$ cat config.mk
export PLATFORM = sky130hd
export DESIGN_NAME = uv_sphere_cell_tessellator_top
export DESIGN_NICKNAME = d
export VERILOG_FILES = /design/src/rtl/core/uvst_pkg.sv /design/src/rtl/core/uv_sphere_cell_tessellator_top.sv /design/src/rtl/core/uvst_dp.sv /design/src/rtl/core/uvst_ctrl.sv
export VERILOG_INCLUDE_DIRS = /design/src /design/src/rtl/core
export SDC_FILE = /design/constraint.sdc
export NUM_CORES = 2
export LEC_CHECK = 0
export BUFFER_PORTS_ARGS = -buffer_cell sky130_fd_sc_hd__buf_4
export CAP_MARGIN = 20
export CORE_MARGIN = 2
export CORE_UTILIZATION = 30
export CTS_CLUSTER_DIAMETER = 40
export DETAILED_ROUTE_END_ITERATION = 8
export PLACE_DENSITY = 0.55
export SETUP_SLACK_MARGIN = 0.05
export SYNTH_ARGS = -nofsm -noshare
export SYNTH_HDL_FRONTEND = slang
export SYNTH_HIERARCHICAL = 1
export SYNTH_SLANG_ARGS = --single-unit
$ cat constraint.sdc
create_clock -name clk -period 11.3 [get_ports clk]
set_clock_uncertainty 0.15 [all_clocks]
set_input_delay 3.39 -clock clk [delete_from_list [all_inputs] [get_ports clk]]
set_output_delay 3.39 -clock clk [all_outputs]
set_load 0.01 [all_outputs]
$ cat src/rtl/core/uv_sphere_cell_tessellator_top_defines.svh
// Assertion macros shared by the tessellator RTL.
// Used by modules that carry concurrent checks; expects clk and rst_n in scope.
`ifndef UV_SPHERE_CELL_TESSELLATOR_TOP_DEFINES_SVH
`define UV_SPHERE_CELL_TESSELLATOR_TOP_DEFINES_SVH

// condition must hold at every clock edge out of reset
`define UVST_ASSERT_NOW(lbl, cond, msg) \
  lbl: assert property (@(posedge clk) disable iff (!rst_n) (cond)) else $error(msg);

// antecedent in one cycle implies consequent in the next
`define UVST_ASSERT_NEXT(lbl, ante, cons, msg) \
  lbl: assert property (@(posedge clk) disable iff (!rst_n) (ante) |=> (cons)) else $error(msg);

`endif

$ cat src/rtl/core/uvst_pkg.sv
// Shared types, constants and helper functions of the UV sphere tessellator.
// No dependencies.
`default_nettype none

package uvst_pkg;

  localparam int ANGLE_BITS   = 16;
  localparam int MAX_DIV      = 256;
  localparam int DIV_W        = 9;
  localparam int NUM_W        = 25;
  localparam int CW           = 34;  // CORDIC datapath width
  localparam int TRIG_W       = 17;
  localparam int POS_W        = 17;
  localparam int BASE_W       = 18;
  localparam int PROD_W       = 36;
  localparam int ACC_W        = 50;

  localparam logic [4:0] DIV_LAST    = 5'd25;
  localparam logic [4:0] CORDIC_LAST = 5'd15;
  localparam logic [4:0] MUL_LAST    = 5'd8;

  localparam logic signed [CW-1:0] CORDIC_GAIN = 34'sd652032874;

  localparam logic [1:0] REG_RADIUS   = 2'd0;
  localparam logic [1:0] REG_STACKS   = 2'd1;
  localparam logic [1:0] REG_SEGMENTS = 2'd2;

  localparam logic [2:0] RES_LAST = 3'd5;

  typedef enum logic [2:0] {
    ST_IDLE,
    ST_DIV,
    ST_CINIT,
    ST_CORDIC,
    ST_STORE,
    ST_MUL,
    ST_EMIT
  } state_t;

  typedef struct packed {
    logic       load_item;
    logic       div_init;
    logic       div_step;
    logic       cordic_init;
    logic       cordic_step;
    logic       trig_store;
    logic       mul_step;
    logic       adv_base;
    logic [1:0] ang;   // 0/1 stack i/i+1, 2/3 segment j/j+1
    logic [4:0] step;
    logic [2:0] res;   // result number within the cell
  } cmd_t;

  // atan(2^-k), 2^32 units per turn
  function automatic logic signed [CW-1:0] atan_lut(input logic [3:0] k);
    logic signed [CW-1:0] v;
    unique case (k)
      4'd0:  v = 34'sd536870912;
      4'd1:  v = 34'sd316933406;
      4'd2:  v = 34'sd167458907;
      4'd3:  v = 34'sd85004756;
      4'd4:  v = 34'sd42667331;
      4'd5:  v = 34'sd21354465;
      4'd6:  v = 34'sd10679838;
      4'd7:  v = 34'sd5340245;
      4'd8:  v = 34'sd2670163;
      4'd9:  v = 34'sd1335087;
      4'd10: v = 34'sd667544;
      4'd11: v = 34'sd333772;
      4'd12: v = 34'sd166886;
      4'd13: v = 34'sd83443;
      4'd14: v = 34'sd41722;
      4'd15: v = 34'sd20861;
    endcase
    return v;
  endfunction

  function automatic logic [1:0] elem_offset(input logic [2:0] res);
    logic [1:0] v;
    case (res)
      3'd0:    v = 2'd0;
      3'd1:    v = 2'd1;
      3'd2:    v = 2'd2;
      3'd3:    v = 2'd2;
      3'd4:    v = 2'd1;
      default: v = 2'd3;
    endcase
    return v;
  endfunction

  function automatic logic [DIV_W-1:0] clamp_div(input logic [DIV_W-1:0] d);
    logic [DIV_W-1:0] v;
    if (d == '0) v = 9'd1;
    else if (d > 9'(MAX_DIV)) v = 9'(MAX_DIV);
    else v = d;
    return v;
  endfunction

  function automatic logic signed [POS_W-1:0] sat_pos(input logic signed [23:0] v);
    logic signed [POS_W-1:0] r;
    if (v > 24'sd65535) r = 17'sh0FFFF;
    else if (v < -24'sd65536) r = 17'sh10000;
    else r = v[POS_W-1:0];
    return r;
  endfunction

endpackage

`default_nettype wire

$ cat src/rtl/core/uv_sphere_cell_tessellator_top.sv
// UV sphere cell tessellator, top level.
// Input channel: one cell per transaction, in_tdata = {segment_index, stack_index},
// in_tuser = start_mesh (clears the running vertex base before this cell).
// Output channel: six transactions per cell. The first four carry corner vertices
// (i,j), (i+1,j), (i,j+1), (i+1,j+1) with out_tuser = 1; the last two carry only
// element indices. out_tlast marks the sixth. Element indices run base+0,1,2,2,1,3
// and the base advances by 4 per cell.
// Sequence: the four sine/cosine pairs each come from a restoring divider for the
// angle followed by a 16-step CORDIC; each corner then runs its products on a
// shared 18x18 multiplier. A new cell is accepted only after the sixth result is
// taken, so the block never works on two cells at once.
// Reset (rst_n low, synchronous) loads radius 1.0, 16 stacks, 32 segments and
// clears the vertex base. When the receiver stalls, the offered result holds and
// the block waits. Configuration writes are taken any cycle but belong in idle time.
// Depends on uvst_pkg, uvst_ctrl and uvst_dp.
`default_nettype none

module uv_sphere_cell_tessellator_top (
  input  wire logic        clk,
  input  wire logic        rst_n,
  input  wire logic        cfg_wr_en,
  input  wire logic [1:0]  cfg_addr,
  input  wire logic [15:0] cfg_wdata,
  input  wire logic        in_tvalid,
  output logic             in_tready,
  input  wire logic [15:0] in_tdata,   // [7:0] stack_index, [15:8] segment_index
  input  wire logic        in_tuser,   // [0] start_mesh
  output logic             out_tvalid,
  input  wire logic        out_tready,
  output logic [71:0]      out_tdata,  // [1:0] corner_number, [18:2] pos_x, [35:19] pos_y,
                                       // [52:36] pos_z, [70:53] element_index, [71] zero
  output logic             out_tuser,  // [0] vertex_valid
  output logic             out_tlast   // last_of_cell
);

  uvst_pkg::cmd_t cmd;

  uvst_ctrl u_ctrl (
    .clk        (clk),
    .rst_n      (rst_n),
    .in_tvalid  (in_tvalid),
    .in_tready  (in_tready),
    .out_tvalid (out_tvalid),
    .out_tready (out_tready),
    .cmd        (cmd)
  );

  uvst_dp u_dp (
    .clk       (clk),
    .rst_n     (rst_n),
    .cfg_wr_en (cfg_wr_en),
    .cfg_addr  (cfg_addr),
    .cfg_wdata (cfg_wdata),
    .in_tdata  (in_tdata),
    .in_tuser  (in_tuser),
    .cmd       (cmd),
    .out_tdata (out_tdata),
    .out_tuser (out_tuser),
    .out_tlast (out_tlast)
  );

endmodule

`default_nettype wire

$ cat src/rtl/core/uvst_dp.sv
// Datapath: config registers, angle divider, CORDIC, multiplier and result fields.
// Depends on uvst_pkg; sequenced by uvst_ctrl through uvst_pkg::cmd_t.
`default_nettype none

module uvst_dp (
  input  wire logic                clk,
  input  wire logic                rst_n,
  input  wire logic                cfg_wr_en,
  input  wire logic [1:0]          cfg_addr,
  input  wire logic [15:0]         cfg_wdata,
  input  wire logic [15:0]         in_tdata,
  input  wire logic                in_tuser,
  input  wire uvst_pkg::cmd_t      cmd,
  output logic [71:0]              out_tdata,
  output logic                     out_tuser,
  output logic                     out_tlast
);

  logic [15:0] radius_r;
  logic [8:0]  stacks_r;
  logic [8:0]  segs_r;
  logic [7:0]  i_r;
  logic [7:0]  j_r;
  logic [uvst_pkg::BASE_W-1:0] base_r;

  // configuration and item state
  always_ff @(posedge clk) begin
    if (!rst_n) begin
      radius_r <= 16'd256;
      stacks_r <= 9'd16;
      segs_r   <= 9'd32;
      base_r   <= '0;
    end else begin
      if (cfg_wr_en) begin
        unique case (cfg_addr)
          uvst_pkg::REG_RADIUS:   radius_r <= cfg_wdata;
          uvst_pkg::REG_STACKS:   stacks_r <= cfg_wdata[8:0];
          uvst_pkg::REG_SEGMENTS: segs_r   <= cfg_wdata[8:0];
          default: ;
        endcase
      end
      if (cmd.load_item && in_tuser) base_r <= '0;
      else if (cmd.adv_base) base_r <= base_r + 18'd4;
    end
  end

  always_ff @(posedge clk) begin
    if (cmd.load_item) begin
      i_r <= in_tdata[7:0];
      j_r <= in_tdata[15:8];
    end
  end

  // restoring divider, one quotient bit a cycle
  logic [uvst_pkg::DIV_W-1:0] dvs;
  logic [8:0]  nidx;
  logic [uvst_pkg::NUM_W-1:0] num_init;
  logic [uvst_pkg::NUM_W-1:0] num_r;
  logic [8:0]  rem_r;
  logic [15:0] quo_r;
  logic [9:0]  rem_sh;
  logic        q_bit;

  always_comb begin
    dvs  = cmd.ang[1] ? uvst_pkg::clamp_div(segs_r) : uvst_pkg::clamp_div(stacks_r);
    nidx = cmd.ang[1] ? ({1'b0, j_r} + {8'd0, cmd.ang[0]})
                      : ({1'b0, i_r} + {8'd0, cmd.ang[0]});
    if (cmd.ang[1]) num_init = {nidx, 16'd0} + {16'd0, 1'b0, dvs[8:1]};
    else num_init = {1'b0, nidx, 15'd0} + {16'd0, 1'b0, dvs[8:1]};
    rem_sh = {rem_r, num_r[uvst_pkg::NUM_W-1]};
    q_bit  = (rem_sh >= {1'b0, dvs});
  end

  always_ff @(posedge clk) begin
    if (cmd.div_init) begin
      num_r <= num_init;
      rem_r <= '0;
      quo_r <= '0;
    end else if (cmd.div_step) begin
      num_r <= {num_r[uvst_pkg::NUM_W-2:0], 1'b0};
      rem_r <= q_bit ? 9'(rem_sh - {1'b0, dvs}) : rem_sh[8:0];
      quo_r <= {quo_r[14:0], q_bit};
    end
  end

  // CORDIC, rotation mode, after a half-turn fold
  logic [15:0] ang16;
  logic        fold;
  logic [15:0] ang_f;
  logic signed [uvst_pkg::CW-1:0] cx_r, cy_r, cz_r;
  logic        neg_r;
  logic signed [uvst_pkg::CW-1:0] dx, dy, at;
  logic signed [uvst_pkg::CW-1:0] csum, ssum, csh, ssh;
  logic signed [17:0] cr, sr, cn, sn;

  always_comb begin
    ang16 = cmd.ang[1] ? quo_r : (16'h4000 - quo_r);
    fold  = ang16[15] ^ ang16[14];  // bit 15 of ang16 + quarter turn
    ang_f = fold ? (ang16 ^ 16'h8000) : ang16;
    dx    = cy_r >>> cmd.step[3:0];
    dy    = cx_r >>> cmd.step[3:0];
    at    = uvst_pkg::atan_lut(cmd.step[3:0]);
    csum  = cx_r + 34'sd16384;
    ssum  = cy_r + 34'sd16384;
    csh   = csum >>> 15;
    ssh   = ssum >>> 15;
    cr    = csh[17:0];
    sr    = ssh[17:0];
    cn    = neg_r ? -cr : cr;
    sn    = neg_r ? -sr : sr;
  end

  always_ff @(posedge clk) begin
    if (cmd.cordic_init) begin
      cx_r  <= uvst_pkg::CORDIC_GAIN;
      cy_r  <= '0;
      cz_r  <= {{2{ang_f[15]}}, ang_f, 16'd0};
      neg_r <= fold;
    end else if (cmd.cordic_step) begin
      if (!cz_r[uvst_pkg::CW-1]) begin
        cx_r <= cx_r - dx;
        cy_r <= cy_r + dy;
        cz_r <= cz_r - at;
      end else begin
        cx_r <= cx_r + dx;
        cy_r <= cy_r - dy;
        cz_r <= cz_r + at;
      end
    end
  end

  logic signed [uvst_pkg::TRIG_W-1:0] st0_cos_r, st0_sin_r, st1_cos_r, st1_sin_r;
  logic signed [uvst_pkg::TRIG_W-1:0] sg0_cos_r, sg0_sin_r, sg1_cos_r, sg1_sin_r;

  always_ff @(posedge clk) begin
    if (cmd.trig_store) begin
      unique case (cmd.ang)
        2'd0: begin st0_cos_r <= cn[16:0]; st0_sin_r <= sn[16:0]; end
        2'd1: begin st1_cos_r <= cn[16:0]; st1_sin_r <= sn[16:0]; end
        2'd2: begin sg0_cos_r <= cn[16:0]; sg0_sin_r <= sn[16:0]; end
        2'd3: begin sg1_cos_r <= cn[16:0]; sg1_sin_r <= sn[16:0]; end
      endcase
    end
  end

  // shared 18x18 multiplier; r*cos(stack)*trig(seg) is split over two products
  logic signed [uvst_pkg::TRIG_W-1:0] sst, cst, ssg, csg;
  logic signed [17:0] mul_a, mul_b, r18, lo18, hi18;
  logic signed [uvst_pkg::PROD_W-1:0] prod, prod_r;
  logic signed [33:0] rc_r;
  logic signed [uvst_pkg::ACC_W-1:0] acc_r, prod_ext;
  logic signed [uvst_pkg::PROD_W-1:0] p15;
  logic signed [uvst_pkg::ACC_W-1:0] a30;
  logic signed [uvst_pkg::POS_W-1:0] px_r, py_r, pz_r;

  always_comb begin
    sst  = cmd.res[0] ? st1_sin_r : st0_sin_r;
    cst  = cmd.res[0] ? st1_cos_r : st0_cos_r;
    ssg  = cmd.res[1] ? sg1_sin_r : sg0_sin_r;
    csg  = cmd.res[1] ? sg1_cos_r : sg0_cos_r;
    r18  = {2'b00, radius_r};
    lo18 = {1'b0, rc_r[16:0]};
    hi18 = {rc_r[33], rc_r[33:17]};
    unique case (cmd.step[3:0])
      4'd0:    begin mul_a = r18;  mul_b = 18'(sst); end
      4'd3:    begin mul_a = lo18; mul_b = 18'(ssg); end
      4'd4:    begin mul_a = hi18; mul_b = 18'(ssg); end
      4'd5:    begin mul_a = lo18; mul_b = 18'(csg); end
      4'd6:    begin mul_a = hi18; mul_b = 18'(csg); end
      default: begin mul_a = r18;  mul_b = 18'(cst); end
    endcase
    prod     = mul_a * mul_b;
    prod_ext = 50'(prod_r);
    p15      = (prod_r + 36'sd16384) >>> 15;
    a30      = (acc_r + 50'sd536870912) >>> 30;
  end

  always_ff @(posedge clk) begin
    if (cmd.mul_step) begin
      prod_r <= prod;
      unique case (cmd.step[3:0])
        4'd1: py_r  <= uvst_pkg::sat_pos(p15[23:0]);
        4'd2: rc_r  <= prod_r[33:0];
        4'd4: acc_r <= prod_ext;
        4'd5: acc_r <= acc_r + (prod_ext <<< 17);
        4'd6: begin
          px_r  <= uvst_pkg::sat_pos(a30[23:0]);
          acc_r <= prod_ext;
        end
        4'd7: acc_r <= acc_r + (prod_ext <<< 17);
        4'd8: pz_r  <= uvst_pkg::sat_pos(a30[23:0]);
        default: ;
      endcase
    end
  end

  // result fields, held stable by the controller while a result is offered
  logic        vtx;
  logic [uvst_pkg::BASE_W-1:0] elem;

  always_comb begin
    vtx       = (cmd.res < 3'd4);
    elem      = base_r + {16'd0, uvst_pkg::elem_offset(cmd.res)};
    out_tuser = vtx;
    out_tlast = (cmd.res == uvst_pkg::RES_LAST);
    out_tdata = {1'b0, elem,
                 vtx ? pz_r : 17'd0,
                 vtx ? py_r : 17'd0,
                 vtx ? px_r : 17'd0,
                 vtx ? cmd.res[1:0] : 2'd0};
  end

endmodule

`default_nettype wire

$ cat src/rtl/core/uvst_ctrl.sv
// Controller FSM: sequences divider, CORDIC, multiplier steps and result handshakes.
// Depends on uvst_pkg and uv_sphere_cell_tessellator_top_defines.svh.
`default_nettype none
`include "uv_sphere_cell_tessellator_top_defines.svh"

module uvst_ctrl (
  input  wire logic           clk,
  input  wire logic           rst_n,
  input  wire logic           in_tvalid,
  output logic                in_tready,
  output logic                out_tvalid,
  input  wire logic           out_tready,
  output uvst_pkg::cmd_t      cmd
);

  uvst_pkg::state_t state_r, state_nxt;
  logic [1:0] ang_r, ang_nxt;
  logic [4:0] step_r, step_nxt;
  logic [2:0] res_r, res_nxt;

  always_ff @(posedge clk) begin
    if (!rst_n) begin
      state_r <= uvst_pkg::ST_IDLE;
      ang_r   <= '0;
      step_r  <= '0;
      res_r   <= '0;
    end else begin
      state_r <= state_nxt;
      ang_r   <= ang_nxt;
      step_r  <= step_nxt;
      res_r   <= res_nxt;
    end
  end

  always_comb begin
    state_nxt  = state_r;
    ang_nxt    = ang_r;
    step_nxt   = step_r;
    res_nxt    = res_r;
    in_tready  = 1'b0;
    out_tvalid = 1'b0;
    cmd        = '0;
    cmd.ang    = ang_r;
    cmd.step   = step_r;
    cmd.res    = res_r;
    unique case (state_r)
      uvst_pkg::ST_IDLE: begin
        // no transaction is taken while reset is held
        in_tready = rst_n;
        if (in_tvalid && rst_n) begin
          cmd.load_item = 1'b1;
          ang_nxt   = '0;
          step_nxt  = '0;
          res_nxt   = '0;
          state_nxt = uvst_pkg::ST_DIV;
        end
      end
      uvst_pkg::ST_DIV: begin
        // step 0 loads the numerator, then one quotient bit per step
        if (step_r == '0) cmd.div_init = 1'b1;
        else cmd.div_step = 1'b1;
        if (step_r == uvst_pkg::DIV_LAST) begin
          step_nxt  = '0;
          state_nxt = uvst_pkg::ST_CINIT;
        end else begin
          step_nxt = step_r + 5'd1;
        end
      end
      uvst_pkg::ST_CINIT: begin
        cmd.cordic_init = 1'b1;
        step_nxt  = '0;
        state_nxt = uvst_pkg::ST_CORDIC;
      end
      uvst_pkg::ST_CORDIC: begin
        cmd.cordic_step = 1'b1;
        if (step_r == uvst_pkg::CORDIC_LAST) begin
          step_nxt  = '0;
          state_nxt = uvst_pkg::ST_STORE;
        end else begin
          step_nxt = step_r + 5'd1;
        end
      end
      uvst_pkg::ST_STORE: begin
        cmd.trig_store = 1'b1;
        step_nxt = '0;
        if (ang_r == 2'd3) begin
          res_nxt   = '0;
          state_nxt = uvst_pkg::ST_MUL;
        end else begin
          ang_nxt   = ang_r + 2'd1;
          state_nxt = uvst_pkg::ST_DIV;
        end
      end
      uvst_pkg::ST_MUL: begin
        cmd.mul_step = 1'b1;
        if (step_r == uvst_pkg::MUL_LAST) begin
          step_nxt  = '0;
          state_nxt = uvst_pkg::ST_EMIT;
        end else begin
          step_nxt = step_r + 5'd1;
        end
      end
      uvst_pkg::ST_EMIT: begin
        out_tvalid = 1'b1;
        if (out_tready) begin
          priority if (res_r == uvst_pkg::RES_LAST) begin
            cmd.adv_base = 1'b1;
            res_nxt   = '0;
            state_nxt = uvst_pkg::ST_IDLE;
          end else if (res_r < 3'd3) begin
            res_nxt   = res_r + 3'd1;
            step_nxt  = '0;
            state_nxt = uvst_pkg::ST_MUL;
          end else begin
            res_nxt = res_r + 3'd1;
          end
        end
      end
      default: state_nxt = uvst_pkg::ST_IDLE;
    endcase
  end

  `UVST_ASSERT_NOW(a_hs_excl, !(in_tready && out_tvalid), "input and output offered together")
  `UVST_ASSERT_NEXT(a_accept_div, in_tvalid && in_tready,
                    (state_r == uvst_pkg::ST_DIV) && (step_r == 5'd0),
                    "accepted cell did not start the divider")
  `UVST_ASSERT_NEXT(a_last_idle,
                    out_tvalid && out_tready && (res_r == uvst_pkg::RES_LAST),
                    state_r == uvst_pkg::ST_IDLE, "cell not closed after last result")
  `UVST_ASSERT_NOW(a_res_range, res_r <= uvst_pkg::RES_LAST, "result counter out of range")

endmodule

`default_nettype wire

==> qor.csv <==
metric,value,unit
PD cells,287,nW/um2
post-CTS setup buffer count,0,
Final Util,34.2,%
initial core utilization,30.2,%
ys flop type,edfxtp_1,
First-pass DRT Iterations,7,
vias,37300,
post-synthesis simple-gate area fraction,15.4,%
complex-gate fraction of the synthesized area,12.9,%
Max Slew Vio Count,0,
Post-synth ARST share,0,%
clk sink count,522,
CP Max Fanout,44,
Post-synth EDFFs,350,
WHS,318,ps
Mapped Cells,5100,
chip width,403,um
DIE HEIGHT,403,um
worst skew pair latency,700,ps
YS warnings,6,
vias in the first global route,37600,
endpoints failing hold,0,
pre-CTS setup slack,909,ps
final WL,140000,um
CTS Buf Count,93,
DR iter-0 viols,2857,
H-tree depth,3,
static leakage,0.0222,uW
Placer Congestion,0.882,
setup TNS,0,ps
met2 wire length,64800,um
number of remaining DRC errors,0,
Worst Setup End Kind,flop,
RSZ-0062 raised after global routing,false,
# IOs,116,
relative slew slack,26.6,%
post-synthesis adder-cell area fraction,20.7,%
Slowest cell on crit path,a221o_1,
Routed met3 length,8060,um
synth unique cells,109,
largest family of logic cells by synthesized area,adder cells,
Synth Cell Area,47800,um2
synthesized net count,5732,
pin count of the biggest net entering global routing,83,
Worst-Margin Slew,1100,ps
HP Class,reg2reg,
CTS tree,built,
status,completed,
Post-CTS Hold Buffers,0,
Post-DP HPWL,106000,um
post_cts resized,0,
met1 WL,61700,um
Critical Path RT,11550,ps
"area leader, netlist",edfxtp_1,
Avg Inst Size Synth,9.38,um2
final setup violation count,0,
setup ws final,823,ps
vias per inst,5.13,
DIE AREA,163000,um2
Site Rows,146,
fmax,0.0954,GHz
Worst EP arrival,10730,ps
Yosys top cell area share,22.0,%
deepest clock path buffer count,3,
Startpoint Class,flop,
port buffer count,114,
Max-cap violations,0,
P&R area growth vs syn,13.3,%
share of layout cells above drive strength 1,10.8,%
"Remaining Overflow, GRT",0,
CORE AREA,158000,um2
kind of critical path,reg2reg,
"Reg clk slew, reported paths",50,ps
Final period util,92.7,%
sequential fraction of the synthesis area,29.2,%
fill cell count,16000,
Final Critical Period,10480,ps
top routing layer in use,met5,
mux contribution to synthesized area,8.50,%
post-synthesis xor/xnor area fraction,7.05,%
Crit path largest cell delay,750,ps
initial antenna violation count,3,
ranking of synthesized cells by area,"edfxtp_1, fa_1, dfxtp_1, ha_1, xnor2_1",
Clock Tree Root,clkbuf_16,
"FF+latch count, synth",522,
wire per inst,19.3,um
nets@finish,5751,
first-pass GRT wire length,217000,um
gr usage total,17.1,%
Max VDD drop,0.282,mV
Final ANT Viol Nets,0,
==> where the power goes <==
group | switching [uW] | internal, uW
Sequential | 519 | 2610
Clock | 1080 | 1900
Combinational | 5550 | 3890
==> cell families (layout without fill, tap and decap cells) <==
family / count (synthesis) / after routing
mux: 313 / 313
buf+inv: 747 / 846
other cells: 1 / 5
fa+ha+maj: 592 / 592
flops: 522 / 522
compound gates: 964 / 964
xor+xnor: 385 / 385
simple gates: 1576 / 1576
==> per-stage QoR <==
step                total power, uW  instance area, um2  std cells
finish                        15500               54200       7275
global route                  16900               54200       7273
detailed placement            12500               50800       7096
CTS                           15600               54200       7271
floorplan                     10200               47800       5100
global placement              12400               50800       7094
==> flip-flops by register name (all words and copies together), names as in the netlist, 25 cells and up <==
register	count
u_dp/acc_r	33
u_dp/cx_r	34
u_dp/cy_r	34
u_dp/cz_r	34
u_dp/num_r	25
u_dp/prod_r	36
u_dp/rc_r	34
==> Yosys cell counts, drive strengths merged, types with 16 or more instances <==
cell type	n
a21oi	266
buf	86
ha	257
o21ai	231
nand4	24
a21boi	23
clkbuf	170
o211ai	23
or2	16
a31oi	52
nand3	79
nor2	510
nand2b	75
fa	335
nor3	67
and3	53
dfxtp	172
a211oi	46
mux2	73
nor3b	20
xnor2	231
a22oi	21
xor2	154
o21bai	23
and2	55
nor2b	109
o22ai	40
nand2	498
edfxtp	350
inv	486
a21o	80
mux2i	176
mux4	64
==> area by class of cell <==
cell class / instances / area, um2 / share of cell area, %
repair buffers: 180 / 1390 / 2.56
multi-input cells: 3831 / 31000 / 57.2
clock buffers: 106 / 2440 / 4.50
diodes: 4 / 10.0 / 0.0185
well taps: 2072 / 2590 / 4.79
flip-flops and latches: 522 / 14000 / 25.8
clock inverters: 69 / 911 / 1.68
inverters: 491 / 1840 / 3.40
==> metal layers <==
metal  up-vias  global-route usage (%)
li1      17700                       -
met3       271                    2.98
met1     18300                    22.5
met4         2                    6.74
met2      1042                    27.8
met5         -                       0
==> path summary, 6_finish.rpt <==
check	start	endpoint	slack, ps	cells past startpoint
worst max register to register	u_ctrl/step_r[0]	u_dp/prod_r[35]	820	30
worst min register to register	u_dp/cz_r[15]	u_dp/cz_r[15]	320	2
worst max-delay path	u_ctrl/step_r[0]	u_dp/prod_r[35]	820	30
worst min-delay path	u_dp/cz_r[15]	u_dp/cz_r[15]	320	2
==> critical path, delay by kind of cell (launching register included) <==
| family | cells | cell delay, ps |
|---|---|---|
| AOI/OAI and AO/OA | 10 | 3410 |
| xor gates and xnor gates | 1 | 80 |
| adders and majority gates | 8 | 3980 |
| buffers and inverters | 8 | 1050 |
| DFF | 1 | 730 |
| and+or+nand+nor | 3 | 740 |
==> cell usage in the layout (no fill, tap or decap), types with 69 or more instances in the layout <==
cell	n
a21o_1	80
a21oi_1	261
buf_4	177
clkbuf_16	95
dfxtp_1	164
edfxtp_1	350
fa_1	335
ha_1	257
inv_1	482
mux2_2	69
mux2i_1	176
nand2_1	497
nand2b_1	75
nand3_1	79
nor2_1	503
nor2b_1	109
o21ai_0	225
xnor2_1	231
xor2_1	154
Power figures use the tool's default switching activity.
